==> src/sv/icc_pkg.sv <==
// ----------------------------------------------------------------------------
// icc_pkg
// Shared constants, types and controller/datapath command structs for the
// isotonic confidence calibration fit.
// ----------------------------------------------------------------------------
package icc_pkg;

  localparam int MAX_SAMPLES     = 1024;
  localparam int MAX_KNOTS       = 16;
  localparam int MIN_FIT_SAMPLES = 10;
  localparam int SAMP_AW         = $clog2(MAX_SAMPLES);
  localparam int CNT_W           = 11;
  localparam int CONF_W          = 17;
  localparam int KEY_W           = CONF_W + 1;
  localparam int PROB_W          = 17;
  localparam int FRAC_W          = 16;
  localparam int DIV_STEPS       = CNT_W + FRAC_W;
  localparam int DCNT_W          = $clog2(DIV_STEPS);
  localparam int PROD_W          = 2 * CNT_W;

  localparam logic [CONF_W-1:0] ONE_Q16 = CONF_W'(65536);

  // One pooled block: highest confidence, successes, sample count
  typedef struct packed {
    logic [CONF_W-1:0] top;
    logic [CNT_W-1:0]  hits;
    logic [CNT_W-1:0]  n;
  } blk_t;

  // Sample store write data select
  typedef enum logic [1:0] {
    SW_IN,
    SW_KEY,
    SW_RD
  } swsel_t;

  // Block stack write data select
  typedef enum logic [1:0] {
    BW_TOP,
    BW_MERGE,
    BW_RD
  } bwsel_t;

  typedef struct packed {
    logic               smem_we;
    logic [SAMP_AW-1:0] smem_waddr;
    swsel_t             smem_wsel;
    logic [SAMP_AW-1:0] smem_raddr;
    logic               key_ld;
    logic               bmem_we;
    logic [SAMP_AW-1:0] bmem_waddr;
    bwsel_t             bmem_wsel;
    logic [SAMP_AW-1:0] bmem_raddr;
    logic               top_push;
    logic               mul_ld;
    logic               top_merge;
    logic               prev_ld;
    logic               min_ld;
    logic               min_upd;
    logic               acc_ld;
    logic               div_init;
    logic               div_step;
    logic               out_ld;
    logic               out_short;
    logic               out_last;
    logic [CNT_W-1:0]   cnt;
    logic               ovf;
  } cmd_t;

  typedef struct packed {
    logic key_gt;
    logic viol;
    logic rd_lt_min;
  } sts_t;

  typedef struct packed {
    logic              model_valid;
    logic [CONF_W-1:0] knot_max_input;
    logic [PROB_W-1:0] knot_probability;
    logic [CNT_W-1:0]  knot_count;
    logic [CNT_W-1:0]  kept_samples;
    logic              sample_overflow;
    logic              last_knot;
  } res_t;

endpackage

==> src/sv/icc_ctrl.sv <==
// ----------------------------------------------------------------------------
// icc_ctrl
// Sequencer: load, insertion sort, pool adjacent violators, knot reduction
// and knot emission. Owns all loop indices and the channel handshakes.
// ----------------------------------------------------------------------------
module icc_ctrl (
  input  logic           clk,
  input  logic           rst_n,
  input  logic           in_valid,
  input  logic           in_last,
  output logic           in_ready,
  output logic           out_valid,
  input  logic           out_ready,
  input  icc_pkg::sts_t  sts,
  output icc_pkg::cmd_t  cmd
);
  import icc_pkg::*;

  typedef enum logic [4:0] {
    S_LOAD,
    S_SHORT,
    S_SORT_RD,
    S_SORT_KEY,
    S_SORT_PRV,
    S_SORT_CMP,
    S_PAV_RD,
    S_PAV_PUSH,
    S_PAV_MUL,
    S_PAV_CMP,
    S_PAV_PREV,
    S_PAV_MORE,
    S_RED_CHK,
    S_RED_MIN0,
    S_RED_SCAN,
    S_RED_A,
    S_RED_B,
    S_RED_SH,
    S_EMIT_RD,
    S_EMIT_LD,
    S_EMIT_DIV,
    S_EMIT_OUT,
    S_EMIT_WAIT
  } state_t;

  state_t            state_r, state_nxt;
  logic [CNT_W-1:0]  cnt_r, cnt_nxt;
  logic              ovf_r, ovf_nxt;
  logic [CNT_W-1:0]  i_r, i_nxt;
  logic [CNT_W-1:0]  j_r, j_nxt;
  logic [CNT_W-1:0]  nb_r, nb_nxt;
  logic [CNT_W-1:0]  small_r, small_nxt;
  logic [DCNT_W-1:0] dcnt_r, dcnt_nxt;
  logic              last_r, last_nxt;
  logic              out_valid_r, out_valid_nxt;

  logic              full;
  logic [CNT_W-1:0]  cnt_inc;
  logic [CNT_W-1:0]  i_inc;
  logic [CNT_W-1:0]  nb_m1;
  logic [CNT_W-1:0]  j_inc;

  assign full    = (cnt_r == CNT_W'(MAX_SAMPLES));
  assign cnt_inc = full ? cnt_r : cnt_r + CNT_W'(1);
  assign i_inc   = i_r + CNT_W'(1);
  assign j_inc   = j_r + CNT_W'(1);
  assign nb_m1   = nb_r - CNT_W'(1);

  // Next state and commands
  always_comb begin
    state_nxt     = state_r;
    cnt_nxt       = cnt_r;
    ovf_nxt       = ovf_r;
    i_nxt         = i_r;
    j_nxt         = j_r;
    nb_nxt        = nb_r;
    small_nxt     = small_r;
    dcnt_nxt      = dcnt_r;
    last_nxt      = last_r;
    out_valid_nxt = out_valid_r;
    cmd           = '0;
    cmd.smem_wsel = SW_KEY;
    cmd.bmem_wsel = BW_TOP;
    cmd.cnt       = cnt_r;
    cmd.ovf       = ovf_r;

    case (state_r)
      // Store samples, one transaction per cycle
      S_LOAD: begin
        if (in_valid) begin
          cmd.smem_we    = !full;
          cmd.smem_wsel  = SW_IN;
          cmd.smem_waddr = cnt_r[SAMP_AW-1:0];
          cnt_nxt        = cnt_inc;
          ovf_nxt        = ovf_r | full;
          if (in_last) begin
            if (cnt_inc < CNT_W'(MIN_FIT_SAMPLES)) begin
              state_nxt = S_SHORT;
            end else begin
              i_nxt     = CNT_W'(1);
              state_nxt = S_SORT_RD;
            end
          end
        end
      end
      S_SHORT: begin
        cmd.out_ld    = 1'b1;
        cmd.out_short = 1'b1;
        cmd.out_last  = 1'b1;
        last_nxt      = 1'b1;
        out_valid_nxt = 1'b1;
        state_nxt     = S_EMIT_WAIT;
      end
      // Insertion sort over the sample store
      S_SORT_RD: begin
        cmd.smem_raddr = i_r[SAMP_AW-1:0];
        state_nxt      = S_SORT_KEY;
      end
      S_SORT_KEY: begin
        cmd.key_ld = 1'b1;
        j_nxt      = i_r;
        state_nxt  = S_SORT_PRV;
      end
      S_SORT_PRV: begin
        if (j_r == '0) begin
          cmd.smem_we    = 1'b1;
          cmd.smem_wsel  = SW_KEY;
          cmd.smem_waddr = '0;
          i_nxt          = i_inc;
          state_nxt      = S_SORT_RD;
          if (i_inc == cnt_r) begin
            i_nxt     = '0;
            nb_nxt    = '0;
            state_nxt = S_PAV_RD;
          end
        end else begin
          cmd.smem_raddr = SAMP_AW'(j_r - CNT_W'(1));
          state_nxt      = S_SORT_CMP;
        end
      end
      S_SORT_CMP: begin
        cmd.smem_we    = 1'b1;
        cmd.smem_waddr = j_r[SAMP_AW-1:0];
        if (sts.key_gt) begin
          cmd.smem_wsel = SW_RD;
          j_nxt         = j_r - CNT_W'(1);
          state_nxt     = S_SORT_PRV;
        end else begin
          cmd.smem_wsel = SW_KEY;
          i_nxt         = i_inc;
          state_nxt     = S_SORT_RD;
          if (i_inc == cnt_r) begin
            i_nxt     = '0;
            nb_nxt    = '0;
            state_nxt = S_PAV_RD;
          end
        end
      end
      // Pool adjacent violators; top block lives in a register
      S_PAV_RD: begin
        cmd.smem_raddr = i_r[SAMP_AW-1:0];
        state_nxt      = S_PAV_PUSH;
      end
      S_PAV_PUSH: begin
        cmd.top_push   = 1'b1;
        cmd.bmem_we    = (nb_r != '0);
        cmd.bmem_wsel  = BW_TOP;
        cmd.bmem_waddr = nb_m1[SAMP_AW-1:0];
        nb_nxt         = nb_r + CNT_W'(1);
        i_nxt          = i_inc;
        state_nxt      = (nb_r != '0) ? S_PAV_MUL : S_PAV_MORE;
      end
      S_PAV_MUL: begin
        cmd.mul_ld = 1'b1;
        state_nxt  = S_PAV_CMP;
      end
      S_PAV_CMP: begin
        state_nxt = S_PAV_MORE;
        if (sts.viol) begin
          cmd.top_merge = 1'b1;
          nb_nxt        = nb_m1;
          if (nb_r >= CNT_W'(3)) begin
            cmd.bmem_raddr = SAMP_AW'(nb_r - CNT_W'(3));
            state_nxt      = S_PAV_PREV;
          end
        end
      end
      S_PAV_PREV: begin
        cmd.prev_ld = 1'b1;
        state_nxt   = S_PAV_MUL;
      end
      S_PAV_MORE: begin
        if (i_r == cnt_r) begin
          cmd.bmem_we    = 1'b1;
          cmd.bmem_wsel  = BW_TOP;
          cmd.bmem_waddr = nb_m1[SAMP_AW-1:0];
          state_nxt      = S_RED_CHK;
        end else begin
          state_nxt = S_PAV_RD;
        end
      end
      // Knot reduction: find smallest block short of the last, merge right, close the gap
      S_RED_CHK: begin
        if (nb_r > CNT_W'(MAX_KNOTS)) begin
          cmd.bmem_raddr = '0;
          j_nxt          = CNT_W'(1);
          small_nxt      = '0;
          state_nxt      = S_RED_MIN0;
        end else begin
          j_nxt     = '0;
          state_nxt = S_EMIT_RD;
        end
      end
      S_RED_MIN0: begin
        cmd.min_ld     = 1'b1;
        cmd.bmem_raddr = j_r[SAMP_AW-1:0];
        state_nxt      = S_RED_SCAN;
      end
      S_RED_SCAN: begin
        cmd.min_upd = 1'b1;
        if (sts.rd_lt_min) begin
          small_nxt = j_r;
        end
        j_nxt = j_inc;
        if (j_inc < nb_m1) begin
          cmd.bmem_raddr = j_inc[SAMP_AW-1:0];
        end else begin
          cmd.bmem_raddr = sts.rd_lt_min ? j_r[SAMP_AW-1:0] : small_r[SAMP_AW-1:0];
          state_nxt      = S_RED_A;
        end
      end
      S_RED_A: begin
        cmd.acc_ld     = 1'b1;
        cmd.bmem_raddr = SAMP_AW'(small_r + CNT_W'(1));
        state_nxt      = S_RED_B;
      end
      S_RED_B: begin
        cmd.bmem_we    = 1'b1;
        cmd.bmem_wsel  = BW_MERGE;
        cmd.bmem_waddr = small_r[SAMP_AW-1:0];
        j_nxt          = small_r + CNT_W'(1);
        if (small_r + CNT_W'(1) < nb_m1) begin
          cmd.bmem_raddr = SAMP_AW'(small_r + CNT_W'(2));
          state_nxt      = S_RED_SH;
        end else begin
          nb_nxt    = nb_m1;
          state_nxt = S_RED_CHK;
        end
      end
      S_RED_SH: begin
        cmd.bmem_we    = 1'b1;
        cmd.bmem_wsel  = BW_RD;
        cmd.bmem_waddr = j_r[SAMP_AW-1:0];
        if (j_inc < nb_m1) begin
          cmd.bmem_raddr = SAMP_AW'(j_r + CNT_W'(2));
          j_nxt          = j_inc;
        end else begin
          nb_nxt    = nb_m1;
          state_nxt = S_RED_CHK;
        end
      end
      // Emit one knot per block
      S_EMIT_RD: begin
        cmd.bmem_raddr = j_r[SAMP_AW-1:0];
        state_nxt      = S_EMIT_LD;
      end
      S_EMIT_LD: begin
        cmd.div_init = 1'b1;
        dcnt_nxt     = '0;
        state_nxt    = S_EMIT_DIV;
      end
      S_EMIT_DIV: begin
        cmd.div_step = 1'b1;
        dcnt_nxt     = dcnt_r + DCNT_W'(1);
        if (dcnt_r == DCNT_W'(DIV_STEPS - 1)) begin
          state_nxt = S_EMIT_OUT;
        end
      end
      S_EMIT_OUT: begin
        cmd.out_ld    = 1'b1;
        cmd.out_last  = (j_inc == nb_r);
        last_nxt      = (j_inc == nb_r);
        out_valid_nxt = 1'b1;
        state_nxt     = S_EMIT_WAIT;
      end
      S_EMIT_WAIT: begin
        if (out_ready) begin
          out_valid_nxt = 1'b0;
          if (last_r) begin
            cnt_nxt   = '0;
            ovf_nxt   = 1'b0;
            nb_nxt    = '0;
            state_nxt = S_LOAD;
          end else begin
            j_nxt     = j_inc;
            state_nxt = S_EMIT_RD;
          end
        end
      end
      default: state_nxt = S_LOAD;
    endcase
  end

  // State and registered outputs
  always_ff @(posedge clk) begin
    if (!rst_n) begin
      state_r     <= S_LOAD;
      cnt_r       <= '0;
      ovf_r       <= 1'b0;
      i_r         <= '0;
      j_r         <= '0;
      nb_r        <= '0;
      small_r     <= '0;
      dcnt_r      <= '0;
      last_r      <= 1'b0;
      out_valid_r <= 1'b0;
    end else begin
      state_r     <= state_nxt;
      cnt_r       <= cnt_nxt;
      ovf_r       <= ovf_nxt;
      i_r         <= i_nxt;
      j_r         <= j_nxt;
      nb_r        <= nb_nxt;
      small_r     <= small_nxt;
      dcnt_r      <= dcnt_nxt;
      last_r      <= last_nxt;
      out_valid_r <= out_valid_nxt;
    end
  end

  assign in_ready  = (state_r == S_LOAD);
  assign out_valid = out_valid_r;

  // Checks
  a_valid_only_waiting: assert property (@(posedge clk) disable iff (!rst_n)
    out_valid_r |-> state_r == S_EMIT_WAIT)
    else $error("result valid outside the wait state");

  a_blocks_le_samples: assert property (@(posedge clk) disable iff (!rst_n)
    nb_r <= cnt_r)
    else $error("block count exceeds sample count");

  a_cnt_bounded: assert property (@(posedge clk) disable iff (!rst_n)
    cnt_r <= CNT_W'(MAX_SAMPLES))
    else $error("sample count beyond capacity");

  a_last_returns: assert property (@(posedge clk) disable iff (!rst_n)
    out_valid_r && out_ready && last_r |=> state_r == S_LOAD && cnt_r == '0)
    else $error("run did not close after final knot");

  a_emit_reduced: assert property (@(posedge clk) disable iff (!rst_n)
    state_r == S_EMIT_OUT |-> nb_r <= CNT_W'(MAX_KNOTS))
    else $error("knot emitted before reduction finished");

endmodule
==> config.mk <==
export PLATFORM = sky130hd
export DESIGN_NAME = icc_ctrl
export DESIGN_NICKNAME = d
export VERILOG_FILES = /design/src/sv/icc_pkg.sv /design/src/sv/icc_ctrl.sv
export SDC_FILE = /design/constraint.sdc
export NUM_CORES = 1
export LEC_CHECK = 0
export ABC_AREA = 1
export BUFFER_PORTS_ARGS = -buffer_cell sky130_fd_sc_hd__buf_2
export CAP_MARGIN = 10
export CORE_UTILIZATION = 25
export DETAILED_ROUTE_END_ITERATION = 16
export GPL_TIMING_DRIVEN = 0
export PLACE_DENSITY = 0.46
export SLEW_MARGIN = 40
export SYNTH_ARGS = -nofsm -noshare
export SYNTH_HDL_FRONTEND = slang
export SYNTH_SLANG_ARGS = --single-unit
==> constraint.sdc <==
create_clock -name clk -period 2.9 [get_ports clk]
set_input_delay 0.145 -clock clk [delete_from_list [all_inputs] [get_ports clk]]
set_output_delay 0.145 -clock clk [all_outputs]
set_load 0.01 [all_outputs]
### After elaboration in Yosys (flattened, before gate mapping)

Cells that the tools add are included.

* register bits after elaboration: 68
* bits of input ports: 8
* logic and storage cells: 176

* $add $sub $neg: 11
* magnitude comparators: 5
* equal/unequal tests: 44
* multiplexer cells: 83
* bitwise logic cells: 1
* reduce and logical (&&, ||, !) cells: 22

Operators with widths (count)
* $mux 11: 22
* $pmux 11 s7: 2
* $pmux 5 s22: 1
* $mux 10: 7
* $pmux 10 s6: 1
* $add 11x1->11 const B: 5
* $pmux 13 s4: 1
* $mux 5: 10
* $pmux 11 s2: 2
* $pmux 11 s4: 1
* $eq 5x4->1 const B: 8
* $eq 5x5->1 const B: 8
* $mux 13: 3
* $pmux 13 s3: 1
* $ne 2x2->1 const B: 17
* $eq 11x11->1: 3
* $lt 11x11->1: 2
* $sub 11x1->11 const B: 2
* $add 10x2->10 const B: 2
* $eq 5x3->1 const B: 4
* $pmux 10 s2: 1
* $mux 1: 19
* $reduce_bool 7->1: 2
* $reduce_and 6->1: 2
* other kinds (26): 40

### Logic depth before layout (Yosys ltp)

* word-level depth: 7
* mapped depth: 22

### Worst setup path after synthesis

Ideal clock, no wire load.

* path kind: register to output
* from: reg nb_r[0]
* to: out cmd[26] in the netlist's numbering
* arrival time: 2518 ps
* required time: 2755 ps
* slack: 237 ps
* stages on the path, launching flop included: 19
* path through: dfxtp_1 > inv_1 > ha_1 > nand2_1 > xor2_1 > ha_1 > a21o_1 > nor2_1 > nand2_1 > nand2_1 > nand2_1 > nand2_1 > nand2_1 > nand2_1 > nand3_2 > inv_1 > nand2_1 > nand2_1 > nand3b_1

RTL lines
* from (decl): line icc_ctrl.sv:50 `logic [CNT_W-1:0] nb_r, nb_nxt;`
* from (signal assigned): line icc_ctrl.sv:322 `nb_r <= nb_nxt;`
* to (decl): line icc_ctrl.sv:15 `output icc_pkg::cmd_t cmd`

==> key figures <==
Outcome
  – Status: finished with violations
  – Failing checks: negative setup slack

Setup path
  – Worst R2R End: nb_r[6]
  – CP Cell Sequence: clkinvlp_4 -> ha_4 -> nand2_8 -> xor2_4 -> ha_1 -> a21o_1 -> nand4_1 -> nand3_2 -> nand2_4 -> nand2_4 -> buf_6 -> a21oi_2 -> o21ai_1 -> nand3b_1 -> buf_2
  – CP endpoint kind: primary output
  – Worst Path Max Fanout: 6
  – CP required: 2.76 ns
  – Worst reg2reg path depth: 21
  – Crit start category: flip-flop
  – Most frequent CP cell: nand2_4
  – Crit Path Category: reg -> out
  – Data arrival, critical path: 3.05 ns
  – Largest stage delay on the critical path: 0.36 ns
  – Slowest-stage cell, CP: dfxtp_4
  – Reg2reg start: nb_r[0]
  – R2r setup slk: -0.04 ns

Placed design
  – Final Wtd Congestion: 0.9265
  – IO Port Bufs: 80
  – DP Wirelength: 26830 µm

Logic synthesis
  – Synthesized Nets: 1317
  – Cell area after synthesis: 7437 µm²
  – Top cells by instance count after synthesis: nand2_1 (320), nor2_1 (168), inv_1 (163)
  – Top-area cell type share of the netlist area: 18.30%
  – Synth area leaders: dfxtp_1 (18%), nand2_1 (16%), nor2_1 (8.5%), inv_1 (8.2%), xor2_1 (6.9%)
  – Top cell type by total area after synthesis: dfxtp_1
  – Syn_area_per_cell: 5.806 µm²
  – Yosys reg bits: 68
  – Main synth FF type: dfxtp_1
  – Seq/Total Area, Yosys: 18.30%
  – Asr flop ratio synth: 0%
  – Post-synthesis cell type count: 49
  – Post-Synthesis Cells: 1281
  – Most frequent cell after synthesis: nand2_1
  – Synth Warn #: 0
  – EDFF count, synth: 0

Worst hold path
  – Hold Path Class: in -> reg
  – Hold EP: out_valid
  – Min-Delay Path Depth: 4
  – Min-delay src: out_ready

Drt
  – Pre-antenna DRT Iters: 5
  – First DRT Iteration DRCs: 776
  – Post-DRT Antenna Nets: 0
  – Drt wl/cell: 18.97 µm
  – Vias per inst: 5.174
  – Vias: 9375
  – Drt drc: 0
  – Total Wirelength: 34380 µm

Cells and area
  – # nets final: 1459
  – Area delta synth->final: 32.25%
  – Layout cell share with drive strength beyond 1: 23.11%
  – ANT cells: 0
  – Filler cell count: 3280
  – End-of-flow core utilization: 33.90%
  – Multi-input gate area: 5788 µm²
  – Sequential Area: 1389 µm²

Pwr
  – Peak VDD IR: 314.6 µV
  – Pwr dens: 937.8 nW/µm²
  – Pleak: 0.004725 µW

GRT
  – First-pass GRT wire length: 52030 µm
  – Number of global-route vias before repair: 8709
  – Largest net degree at the start of global routing: 14
  – Grt ovf: 0
  – Initial antenna violation count: 0
  – Overall Global Routing Usage: 22.41%

Timing
  – RSZ-0062 raised after global routing: true
  – Fin crit period: 3.200 ns
  – Final setup vio count: 20
  – Final period util: 110.3%
  – Final max-slew violation count: 0
  – Tightest Pin Transition: 0.8678 ns
  – Slew headroom: 42.15%
  – Setup Skew: 0.009341 ns
  – Final Worst Setup Slack: -0.2999 ns
  – Hold slack: 0.1552 ns
  – Final Hold Fails: 0
  – Fmax: 0.3125 GHz

Clocking
  – Hold-fix buffers, CTS: 0
  – Sink Count: 68
  – Worst-skew pair later-pin latency: 0.36 ns
  – Total CTS buffers: 9
  – H-tree levels: 3
  – Root buffer cell: clkbuf_16
  – Longest Clk Path Bufs: 2
  – CTS tree: done
  – Reg clk slew, reported paths: 0.07 ns

Die
  – Core Area: 29010 µm²
  – Die area: 30440 µm²
  – Die extent in x: 174.5 µm
  – Number of placement rows: 62
  – Die Span Y: 174.5 µm
  – I/O pin total: 81
  – Starting Density: 25.63%

Job
  – Max-cap violations: 0
cell families after synthesis:
| group | share of synthesized area, % |
|---|---|
| and+or+nand+nor | 38.17 |
| DFF | 18.30 |
| xor gates and xnor gates | 8.008 |
| adders and majority gates | 4.711 |
| buffers and inverters | 12.35 |
| AOI/OAI and AO/OA | 18.46 |
per-stage QoR:
step                instances  cell area [µm²]  total power [µW]  setup slack (ns)  TNS [ns]
finish                   1812             9836              9224           -0.2999    -2.651
global route             1812             9836              9889           -0.4183    -6.325
CTS                      1798             9462              8751           -0.2326    -1.939
detailed placement       1745             8318              6707            -1.226    -41.88
global placement         1745             8318              6694            -1.290    -44.15
floorplan                1281             7437              4939            0.2370         0
state kept, by name (all words and copies together), names as in the netlist:
| signal | cells |
|---|---|
| dcnt_r | 5 |
| nb_r | 11 |
| small_r | 11 |
| last_r | 1 |
| i_r | 11 |
| state_r | 5 |
| cnt_r | 11 |
| ovf_r | 1 |
| j_r | 11 |
| out_valid | 1 |
cell type report:
class / count / area share, %
buffer: 52 / 3.638
clock buffer: 9 / 2.290
clock inverter: 7 / 0.7633
inverter: 173 / 6.920
multi-input combinational: 987 / 58.85
sequential: 68 / 14.12
tap: 384 / 4.885
timing repair buffer: 132 / 8.536
layout by cell type, fill, tap and decap left out, types with 6 or more instances in the layout:
cell / instances
a21oi_1: 55
a21oi_2: 17
buf_2: 92
buf_4: 51
buf_6: 11
clkbuf_1: 16
clkbuf_16: 11
clkinvlp_4: 7
dfxtp_1: 56
dfxtp_2: 7
ha_1: 17
ha_4: 10
inv_1: 150
inv_2: 11
nand2_1: 307
nand2_2: 12
nand3_1: 80
nand3_2: 7
nand3b_1: 6
nand4_1: 26
nor2_1: 155
nor2_2: 16
nor3_1: 30
o21ai_0: 46
o21ai_1: 11
o221ai_1: 20
o22ai_1: 40
xnor2_1: 8
xor2_1: 47
xor2_2: 9
how the worst max path moves through the flow:
stage	to	depth (start not counted)	start	slack [ns]
2_1_floorplan	cmd[26]	18	nb_r[0]	0.24
3_3_place_gp	cmd[24]	14	j_r[0]	-1.29
3_5_place_dp	cmd[24]	14	j_r[0]	-1.23
4_1_cts	cmd[33]	17	nb_r[0]	-0.23
5_1_grt	cmd[32]	17	nb_r[0]	-0.42
6_report	cmd[32]	15	nb_r[0]	-0.30
per-layer routing:
metal / vias to the layer above / GRT usage (%) / wire length, µm
met5: - / 0 / 0
met1: 4455 / 28.92 / 15060
li1: 4504 / - / -
met2: 332 / 37.33 / 16000
met3: 84 / 2.690 / 1891
met4: 0 / 9.795 / 1426
critical path: cells and delay by family, from the launching register on:
| family | cells | cell delay (ns) |
|---|---|---|
| adders and majority gates | 2 | 0.51 |
| and+or+nand+nor | 6 | 0.74 |
| AOI/OAI and AO/OA | 3 | 0.39 |
| buffers and inverters | 3 | 0.46 |
| xor gates and xnor gates | 1 | 0.23 |
| DFF | 1 | 0.36 |
timing repair:
item,4_1_cts,5_1_grt
endpoints found under the hold margin,0,0
gates cloned,1,1
buffers inserted,36,14
pin swaps,26,17
resized for setup,138,63
endpoints found under the setup margin,73,73
power by group:
group / switching (µW) / leakage, µW / internal [µW] / total, µW
combinational: 4390 / 0.00402 / 2350 / 6740
clock: 514 / 0.000150 / 672 / 1190
sequential: 188 / 0.000558 / 1110 / 1300
total: 5090 / 0.00472 / 4130 / 9220
No activity file was read; power rests on OpenSTA's default activity.
